`src/hw/rtl/dpba_pkg.sv`:
```
// Shared types, codes and default sizes for the dual pool buffer allocator.
package dpba_pkg;

   localparam int SMALL_COUNT_DEFAULT = 16;
   localparam int BIG_COUNT_DEFAULT = 16;

   localparam int SIZE_W = 16;
   localparam int HANDLE_W = 4;
   localparam int CSR_INDEX_W = 1;
   localparam int CSR_DATA_W = 16;

   localparam logic [SIZE_W-1:0] SMALL_LIMIT_RESET = 16'd128;
   localparam logic [SIZE_W-1:0] BIG_LIMIT_RESET = 16'd1536;

   typedef enum logic [CSR_INDEX_W-1:0] {
      CSR_SMALL_LIMIT = 1'b0,
      CSR_BIG_LIMIT = 1'b1
   } csr_index_type;

   typedef enum logic {
      KIND_ALLOC = 1'b0,
      KIND_RELEASE = 1'b1
   } kind_type;

   typedef enum logic {
      POOL_SMALL = 1'b0,
      POOL_BIG = 1'b1
   } pool_type;

   typedef enum logic [1:0] {
      STATUS_OK = 2'd0,
      STATUS_NO_RESOURCE = 2'd1,
      STATUS_TOO_BIG = 2'd2,
      STATUS_NOT_FOUND = 2'd3
   } status_type;

   typedef struct packed {
      logic pop;
      logic push;
   } pool_cmd_type;

   typedef struct packed {
      logic empty;
      logic can_push;
   } pool_stat_type;

endpackage

```
`src/hw/rtl/dual_pool_buffer_allocator.sv`:
```
// Top level of the dual pool buffer allocator: request decode, limits and response.
//
// For each transaction, start is sampled when busy is low, busy is high for
// the following cycle while the chosen pool's free stack RAM is read (alloc)
// or written (release), and the response is driven with rsp_strobe high for
// one cycle after that, during which a new transaction may already be started.
// The receiver cannot stall responses. The free stacks need no clearing pass
// after reset; a fill watermark per pool stands in for their initial contents.
module dual_pool_buffer_allocator #(
   parameter int SMALL_COUNT = dpba_pkg::SMALL_COUNT_DEFAULT,
   parameter int BIG_COUNT = dpba_pkg::BIG_COUNT_DEFAULT
) (
   input  logic                             clock,
   input  logic                             reset,
   input  logic                             start,
   output logic                             busy,
   input  logic                             req_kind,
   input  logic [dpba_pkg::SIZE_W-1:0]      req_request_size,
   input  logic                             req_handle_pool,
   input  logic [dpba_pkg::HANDLE_W-1:0]    req_handle_index,
   output logic                             rsp_strobe,
   output logic [1:0]                       rsp_status,
   output logic                             rsp_granted_pool,
   output logic [dpba_pkg::HANDLE_W-1:0]    rsp_granted_index,
   input  logic                             csr_valid,
   output logic                             csr_ready,
   input  logic [dpba_pkg::CSR_INDEX_W-1:0] csr_index,
   input  logic [dpba_pkg::CSR_DATA_W-1:0]  csr_wdata
);

   localparam int SIW = (SMALL_COUNT > 1) ? $clog2(SMALL_COUNT) : 1;
   localparam int BIW = (BIG_COUNT > 1) ? $clog2(BIG_COUNT) : 1;

   typedef enum logic {
      ST_IDLE,
      ST_EXEC
   } state_type;

   state_type                         state_ff;
   state_type                         state_in;
   logic [dpba_pkg::SIZE_W-1:0]       small_limit_ff;
   logic [dpba_pkg::SIZE_W-1:0]       big_limit_ff;
   dpba_pkg::status_type              status_ff;
   dpba_pkg::status_type              status_in;
   dpba_pkg::pool_type                pool_ff;
   dpba_pkg::pool_type                pool_in;
   logic                              pop_ff;
   logic                              pop_in;
   logic                              rsp_strobe_ff;
   logic                              rsp_strobe_in;
   dpba_pkg::status_type              rsp_status_ff;
   dpba_pkg::status_type              rsp_status_in;
   logic                              rsp_pool_ff;
   logic                              rsp_pool_in;
   logic [dpba_pkg::HANDLE_W-1:0]     rsp_index_ff;
   logic [dpba_pkg::HANDLE_W-1:0]     rsp_index_in;
   logic                              accept;
   logic                              small_fit;
   logic                              big_fit;
   dpba_pkg::pool_cmd_type            small_cmd;
   dpba_pkg::pool_cmd_type            big_cmd;
   dpba_pkg::pool_stat_type           small_stat;
   dpba_pkg::pool_stat_type           big_stat;
   logic [SIW-1:0]                    small_pop_index;
   logic [BIW-1:0]                    big_pop_index;

   assign busy = (state_ff == ST_EXEC);
   assign accept = start && !busy;
   assign csr_ready = 1'b1;

   assign rsp_strobe = rsp_strobe_ff;
   assign rsp_status = rsp_status_ff;
   assign rsp_granted_pool = rsp_pool_ff;
   assign rsp_granted_index = rsp_index_ff;

   dpba_pool #(
      .COUNT (SMALL_COUNT),
      .IW    (SIW)
   ) u_small_pool (
      .clock        (clock),
      .reset        (reset),
      .cmd          (small_cmd),
      .handle_index (req_handle_index),
      .stat         (small_stat),
      .pop_index    (small_pop_index)
   );

   dpba_pool #(
      .COUNT (BIG_COUNT),
      .IW    (BIW)
   ) u_big_pool (
      .clock        (clock),
      .reset        (reset),
      .cmd          (big_cmd),
      .handle_index (req_handle_index),
      .stat         (big_stat),
      .pop_index    (big_pop_index)
   );

   always_ff @(posedge clock) begin
      if (reset) begin
         small_limit_ff <= dpba_pkg::SMALL_LIMIT_RESET;
         big_limit_ff <= dpba_pkg::BIG_LIMIT_RESET;
      end else if (csr_valid && csr_ready) begin
         case (csr_index)
            dpba_pkg::CSR_SMALL_LIMIT: small_limit_ff <= csr_wdata;
            dpba_pkg::CSR_BIG_LIMIT: big_limit_ff <= csr_wdata;
            default: ;
         endcase
      end
   end

   always_comb begin
      small_fit = req_request_size <= small_limit_ff;
      big_fit = req_request_size <= big_limit_ff;
      small_cmd = '0;
      big_cmd = '0;
      status_in = status_ff;
      pool_in = pool_ff;
      pop_in = pop_ff;
      if (accept) begin
         status_in = dpba_pkg::STATUS_OK;
         pool_in = dpba_pkg::POOL_SMALL;
         pop_in = 1'b0;
         if (req_kind == dpba_pkg::KIND_ALLOC) begin
            if (small_fit && !small_stat.empty) begin
               small_cmd.pop = 1'b1;
               pop_in = 1'b1;
            end else if ((small_fit || big_fit) && !big_stat.empty) begin
               big_cmd.pop = 1'b1;
               pool_in = dpba_pkg::POOL_BIG;
               pop_in = 1'b1;
            end else if (small_fit || big_fit) begin
               status_in = dpba_pkg::STATUS_NO_RESOURCE;
            end else begin
               status_in = dpba_pkg::STATUS_TOO_BIG;
            end
         end else begin
            if (small_fit && req_handle_pool == dpba_pkg::POOL_SMALL
                  && small_stat.can_push) begin
               small_cmd.push = 1'b1;
            end else if ((small_fit || big_fit)
                  && req_handle_pool == dpba_pkg::POOL_BIG && big_stat.can_push) begin
               big_cmd.push = 1'b1;
            end else if (small_fit || big_fit) begin
               status_in = dpba_pkg::STATUS_NOT_FOUND;
            end else begin
               status_in = dpba_pkg::STATUS_TOO_BIG;
            end
         end
      end
   end

   always_comb begin
      state_in = state_ff;
      rsp_strobe_in = 1'b0;
      rsp_status_in = rsp_status_ff;
      rsp_pool_in = rsp_pool_ff;
      rsp_index_in = rsp_index_ff;
      case (state_ff)
         ST_IDLE: begin
            if (accept) begin
               state_in = ST_EXEC;
            end
         end
         ST_EXEC: begin
            state_in = ST_IDLE;
            rsp_strobe_in = 1'b1;
            rsp_status_in = status_ff;
            rsp_pool_in = pop_ff && (pool_ff == dpba_pkg::POOL_BIG);
            if (!pop_ff) begin
               rsp_index_in = '0;
            end else if (pool_ff == dpba_pkg::POOL_BIG) begin
               rsp_index_in = dpba_pkg::HANDLE_W'(big_pop_index);
            end else begin
               rsp_index_in = dpba_pkg::HANDLE_W'(small_pop_index);
            end
         end
         default: begin
            state_in = ST_IDLE;
         end
      endcase
   end

   always_ff @(posedge clock) begin
      if (reset) begin
         state_ff <= ST_IDLE;
         rsp_strobe_ff <= 1'b0;
      end else begin
         state_ff <= state_in;
         rsp_strobe_ff <= rsp_strobe_in;
      end
      status_ff <= status_in;
      pool_ff <= pool_in;
      pop_ff <= pop_in;
      rsp_status_ff <= rsp_status_in;
      rsp_pool_ff <= rsp_pool_in;
      rsp_index_ff <= rsp_index_in;
   end

   a_exec_then_response: assert property (@(posedge clock) disable iff (reset)
      busy |=> rsp_strobe && !busy)
      else $error("transaction did not produce a response");

   a_accept_then_busy: assert property (@(posedge clock) disable iff (reset)
      accept |=> busy && !rsp_strobe)
      else $error("accepted transaction did not enter execution");

   a_failed_grant_zero: assert property (@(posedge clock) disable iff (reset)
      rsp_strobe && rsp_status != dpba_pkg::STATUS_OK
      |-> !rsp_granted_pool && rsp_granted_index == '0)
      else $error("failed transaction reports a granted buffer");

   a_single_pool_cmd: assert property (@(posedge clock) disable iff (reset)
      $countones({small_cmd.pop, small_cmd.push, big_cmd.pop, big_cmd.push}) <= 1
      && (accept || (small_cmd == '0 && big_cmd == '0)))
      else $error("more than one pool operation per transaction");

endmodule

```
`src/hw/rtl/dpba_ram.sv`:
```
// Generic single-port-write, single-port-read RAM with registered read data.
module dpba_ram #(
   parameter int WIDTH = 4,
   parameter int DEPTH = 16,
   parameter int AW = (DEPTH > 1) ? $clog2(DEPTH) : 1
) (
   input  logic             clock,
   input  logic             wr_en,
   input  logic [AW-1:0]    wr_addr,
   input  logic [WIDTH-1:0] wr_data,
   input  logic             rd_en,
   input  logic [AW-1:0]    rd_addr,
   output logic [WIDTH-1:0] rd_data
);

   logic [WIDTH-1:0] mem_ff [DEPTH];
   logic [WIDTH-1:0] rd_data_ff;

   always_ff @(posedge clock) begin
      if (wr_en) begin
         mem_ff[wr_addr] <= wr_data;
      end
      if (rd_en) begin
         rd_data_ff <= mem_ff[rd_addr];
      end
   end

   assign rd_data = rd_data_ff;

endmodule

```
`src/hw/rtl/dpba_pool.sv`:
```
// One buffer pool: free stack in RAM, free count, fill watermark and in-use marks.
module dpba_pool #(
   parameter int COUNT = dpba_pkg::SMALL_COUNT_DEFAULT,
   parameter int IW = (COUNT > 1) ? $clog2(COUNT) : 1
) (
   input  logic                          clock,
   input  logic                          reset,
   input  dpba_pkg::pool_cmd_type        cmd,
   input  logic [dpba_pkg::HANDLE_W-1:0] handle_index,
   output dpba_pkg::pool_stat_type       stat,
   output logic [IW-1:0]                 pop_index
);

   localparam int CW = $clog2(COUNT + 1);

   logic [CW-1:0]    count_ff;
   logic [CW-1:0]    count_in;
   logic [CW-1:0]    low_ff;
   logic [CW-1:0]    low_in;
   logic [COUNT-1:0] mark_ff;
   logic [COUNT-1:0] mark_in;
   logic             pop_pend_ff;
   logic             push_pend_ff;
   logic [IW-1:0]    push_idx_ff;
   logic [IW-1:0]    handle_idx;
   logic             handle_in_range;
   logic             handle_hit;
   logic [IW-1:0]    ram_q;
   logic [IW-1:0]    rd_addr;
   logic [IW-1:0]    wr_addr;

   assign handle_idx = IW'(handle_index);
   assign handle_in_range = 32'(handle_index) < COUNT;
   assign handle_hit = handle_in_range && mark_ff[handle_idx];

   assign stat.empty = (count_ff == '0);
   assign stat.can_push = handle_hit && (count_ff < CW'(COUNT));

   assign rd_addr = IW'(count_ff - CW'(1));
   assign wr_addr = IW'(count_ff);

   // Stack slots below the watermark were never written since reset.
   assign pop_index = (count_ff <= low_ff) ? IW'(CW'(COUNT) - count_ff) : ram_q;

   dpba_ram #(
      .WIDTH (IW),
      .DEPTH (COUNT),
      .AW    (IW)
   ) u_stack (
      .clock   (clock),
      .wr_en   (push_pend_ff),
      .wr_addr (wr_addr),
      .wr_data (push_idx_ff),
      .rd_en   (cmd.pop),
      .rd_addr (rd_addr),
      .rd_data (ram_q)
   );

   always_comb begin
      count_in = count_ff;
      low_in = low_ff;
      mark_in = mark_ff;
      if (pop_pend_ff) begin
         count_in = count_ff - CW'(1);
         mark_in[pop_index] = 1'b1;
         if (count_in < low_ff) begin
            low_in = count_in;
         end
      end else if (push_pend_ff) begin
         count_in = count_ff + CW'(1);
         mark_in[push_idx_ff] = 1'b0;
      end
   end

   always_ff @(posedge clock) begin
      if (reset) begin
         count_ff <= CW'(COUNT);
         low_ff <= CW'(COUNT);
         mark_ff <= '0;
         pop_pend_ff <= 1'b0;
         push_pend_ff <= 1'b0;
      end else begin
         count_ff <= count_in;
         low_ff <= low_in;
         mark_ff <= mark_in;
         pop_pend_ff <= cmd.pop;
         push_pend_ff <= cmd.push;
      end
      if (cmd.push) begin
         push_idx_ff <= handle_idx;
      end
   end

   a_count_matches_marks: assert property (@(posedge clock) disable iff (reset)
      32'(count_ff) + $countones(mark_ff) == COUNT)
      else $error("free count and in-use marks disagree");

   a_pop_not_empty: assert property (@(posedge clock) disable iff (reset)
      pop_pend_ff |-> count_ff != '0)
      else $error("pop from an empty free stack");

   a_push_not_full: assert property (@(posedge clock) disable iff (reset)
      push_pend_ff |-> count_ff < CW'(COUNT) && mark_ff[push_idx_ff])
      else $error("push onto a full stack or of a free buffer");

endmodule
```
`config.mk`:
```
export PLATFORM = sky130hd
export DESIGN_NAME = dual_pool_buffer_allocator
export DESIGN_NICKNAME = d
export VERILOG_FILES = /design/src/hw/rtl/dpba_pkg.sv /design/src/hw/rtl/dual_pool_buffer_allocator.sv /design/src/hw/rtl/dpba_ram.sv /design/src/hw/rtl/dpba_pool.sv
export SDC_FILE = /design/constraint.sdc
export NUM_CORES = 1
export LEC_CHECK = 0
export ABC_AREA = 1
export BUFFER_PORTS_ARGS = -buffer_cell sky130_fd_sc_hd__buf_2
export CAP_MARGIN = 10
export CELL_PAD_IN_SITES_DETAIL_PLACEMENT = 2
export CELL_PAD_IN_SITES_GLOBAL_PLACEMENT = 2
export CORE_MARGIN = 2
export CORE_UTILIZATION = 35
export DETAILED_ROUTE_END_ITERATION = 12
export GPL_TIMING_DRIVEN = 1
export PLACE_DENSITY = 0.84
export SYNTH_ARGS = -nofsm -noshare
export SYNTH_HDL_FRONTEND = slang
export SYNTH_SLANG_ARGS = --single-unit
```
`constraint.sdc`:
```
create_clock -name clock -period 2.6 [get_ports clock]
set_input_delay 0.26 -clock clock [delete_from_list [all_inputs] [get_ports clock]]
set_output_delay 0.26 -clock clock [all_outputs]
set_load 0.005 [all_outputs]
```
==> metrics.txt <==
count of input and output buffers=51; DR vias=10200; Final Non-Filler Cells=between 1500 and 2000; most frequent cells in the layout=201 x nor2_1, 189 x nand2_1, 155 x edfxtp_1; CTS Root Cell=clkbuf_16; first-pass GRT wire length=66.0 mm; Total GRT Usage=23.6%; Reg2Reg Depth=11; WHS Endpoint=small_limit_ff[3]; proportion of layout cells with a drive suffix above 1=a little over an eighth; Area contributors post-synth=edfxtp_1 39%, dfxtp_1 15%, nor2_1 6.3%; reg2reg setup slack=roughly 130 ps; CP max stage cell=dfxtp_1; Rows=67; largest incremental delay on the critical path=about 350 ps; initial DRC count=around 430; Final #Nets=1519; Rel. slew slack=between 30% and 40%; Clock Skews=14.8 ps; status=completed; Cell Area, Placed=12900 sq um; Post-Synthesis Cells=1331; Syn Nets=1434; Worst-Margin Slew=974 ps; final setup vio count=0; first-pass detailed-route iteration total=5; post-synth cell types=47; async set-reset flop share out of synthesis=0%; register area=6460 sq um; CTS tree=done; worst min path class=in -> reg; share of the clock period used by the worst path=95.0%; initial antenna violation count=2; WP data required=3100 ps; R2R Path End=u_small_pool.low_ff[3]; vias per cell=5.41; Final HPWL DP=a little under 30 mm; CTS Buf Count=29; Multi-input gate area=between 4000 and 5000 sq um; final hold vios=0; core area=33600 sq um; Util after Layout=41.6%; Placement Setup Slack=between 150 and 200 ps; DRT antenna net count=0; mapped cell area=12000 sq um; Power Dens Cells=687 nW/um^2; DR WL/cell=22.4 um; Final GP Congestion=0.809; RR Startpoint=u_small_pool.count_ff[1]; Reg clk slew, reported paths=70 ps; # fillers=3637; crit path time final=2470 ps; WP data arrival=2970 ps; final hold slack=27.8 ps; type of the worst setup path=reg -> reg; Die ar.=35700 sq um; YS warnings=0; GR Overflow Total=0; number of remaining DRC errors=0; Top Ports=53; CP startpoint=u_small_pool.count_ff[1]; FF+latch count, synth=between 200 and 250; Hold Crit Depth=3; clk buf depth=3; top cell type by total area after synthesis=edfxtp_1; vias in the first global route=11600; hold wc startpoint=csr_wdata[3]; worst vdd ir=0.000549 V; Clock Sinks=245; Max Slew Vio Count=0; PnR worst setup slack=129 ps; crit-path cells=inv_1, ha_2, nand2_1, o21ai_0, nand2_1, ha_1, a21boi_2, nor2_1, nand2_1, nand2_1, a21oi_1; Avg Inst Size Synth=9.00 sq um; ys flop type=edfxtp_1; Area Growth Syn to Fin=16.8%; Clock Latency Late Sink=570 ps; Post-synth EDFFs=155; die width=189 um; Seq/Total Area, Yosys=53.9%; leakage power total=5.40 nW; Setup crit start kind=register; fmax=0.405 GHz; most frequent CP cell=nand2_1; top cell type's share of synthesized area=38.8%; commonest non-fill, non-tap cell in the layout=nor2_1; Max Fanout on Critical Path=5; starting density of the core=35.6%; dpl cells=1817; critical path endpoint category=register; die height=189 um; maxcap violations=0; DRT Wirelength=~42 mm; largest net degree at the start of global routing=39; htree depth=1; post-route cell area=14000 sq um
-- through the flow --
step                power, mW  setup TNS (ps)
floorplan                5.12               0
global placement         5.52               0
detailed placement       5.61               0
CTS                      9.67               0
global route             9.99           -72.6
finish                   9.62               0
-- cell usage after synthesis (all sizes together), types with 12 or more instances --
cell,instances
ha,60
clkbuf,34
nand3,50
dfxtp,90
edfxtp,155
nor2,207
o21ai,156
a21oi,98
buf,14
o31ai,12
nand2,206
o22ai,29
o211ai,12
inv,151
-- flip-flops by register name (all words and copies together) (netlist names), 5 cells and up --
name,count
u_big_pool.u_stack.mem_ff,64
u_small_pool.u_stack.mem_ff,64
big_limit_ff,16
small_limit_ff,16
u_big_pool.mark_ff,16
u_small_pool.mark_ff,16
u_big_pool.count_ff,5
u_big_pool.low_ff,5
u_small_pool.count_ff,5
u_small_pool.low_ff,5
-- layout make-up --
| class | instances | share of cell area (%) |
|---|---|---|
| flip-flops and latches | 245 | 46.1 |
| repair buffers | 102 | 4.92 |
| clock buffers | 43 | 5.85 |
| clock inverters | 11 | 0.742 |
| inverters | 155 | 4.21 |
| multi-input cells | 883 | 34.1 |
| well taps | 448 | 4.00 |
| diodes | 1 | 0.0179 |
-- kinds of logic (layout without fill, tap and decap cells) --
logic type                 Yosys count  after routing  share of synthesized area (%)
DFF                                245            245                           53.9
other                                1              2                         0.0313
adders and majority gates           60             60                           6.27
buffers and inverters              203            311                           6.70
xor gates and xnor gates             5              5                          0.804
and+or+nand+nor                    485            485                           16.9
AOI/OAI and AO/OA                  332            332                           15.4
-- routing by layer --
layer | GRT usage (%) | share of wire (%)
met2 | 42.2 | 50
met4 | 8.65 | 3.8
met3 | 3.52 | 4.3
met1 | 28.8 | 42
met5 | 0 | 0
-- power by group --
part           leakage [nW]  internal (mW)  total [mW]  switching, mW
Sequential             2.13           4.18        4.23         0.0456
Clock                 0.441           2.28        4.02           1.73
Combinational          2.83          0.424        1.38          0.951
Total                  5.40           6.89        9.62           2.73
-- critical path: cells and delay by family, from the launching register on --
kind / cells / cell delay, ps
buffers and inverters: 1 / 190
adder cells (fa/ha/maj): 2 / 610
AND/OR/NAND/NOR: 5 / 600
flip-flops: 1 / 350
AO/OA/AOI/OAI: 3 / 660
-- repair_timing --
item / 4_1_cts / 5_1_grt
hold endpoints to repair: 22 / 0
setup endpoints to repair: 0 / 14
resized for setup: 0 / 8
setup buffers: 0 / 1
hold buffers: 15 / 0
-- worst max path at each step --
stage,end,cells after the start
after floorplan,u_small_pool.low_ff[0],16
after global placement,u_big_pool.u_stack.rd_data[0],13
after detailed placement,u_big_pool.low_ff[0],13
after CTS,u_big_pool.u_stack.rd_data[0],13
after global routing,u_small_pool.low_ff[3],11
final,u_small_pool.low_ff[3],11
Power figures use the tool's default switching activity.
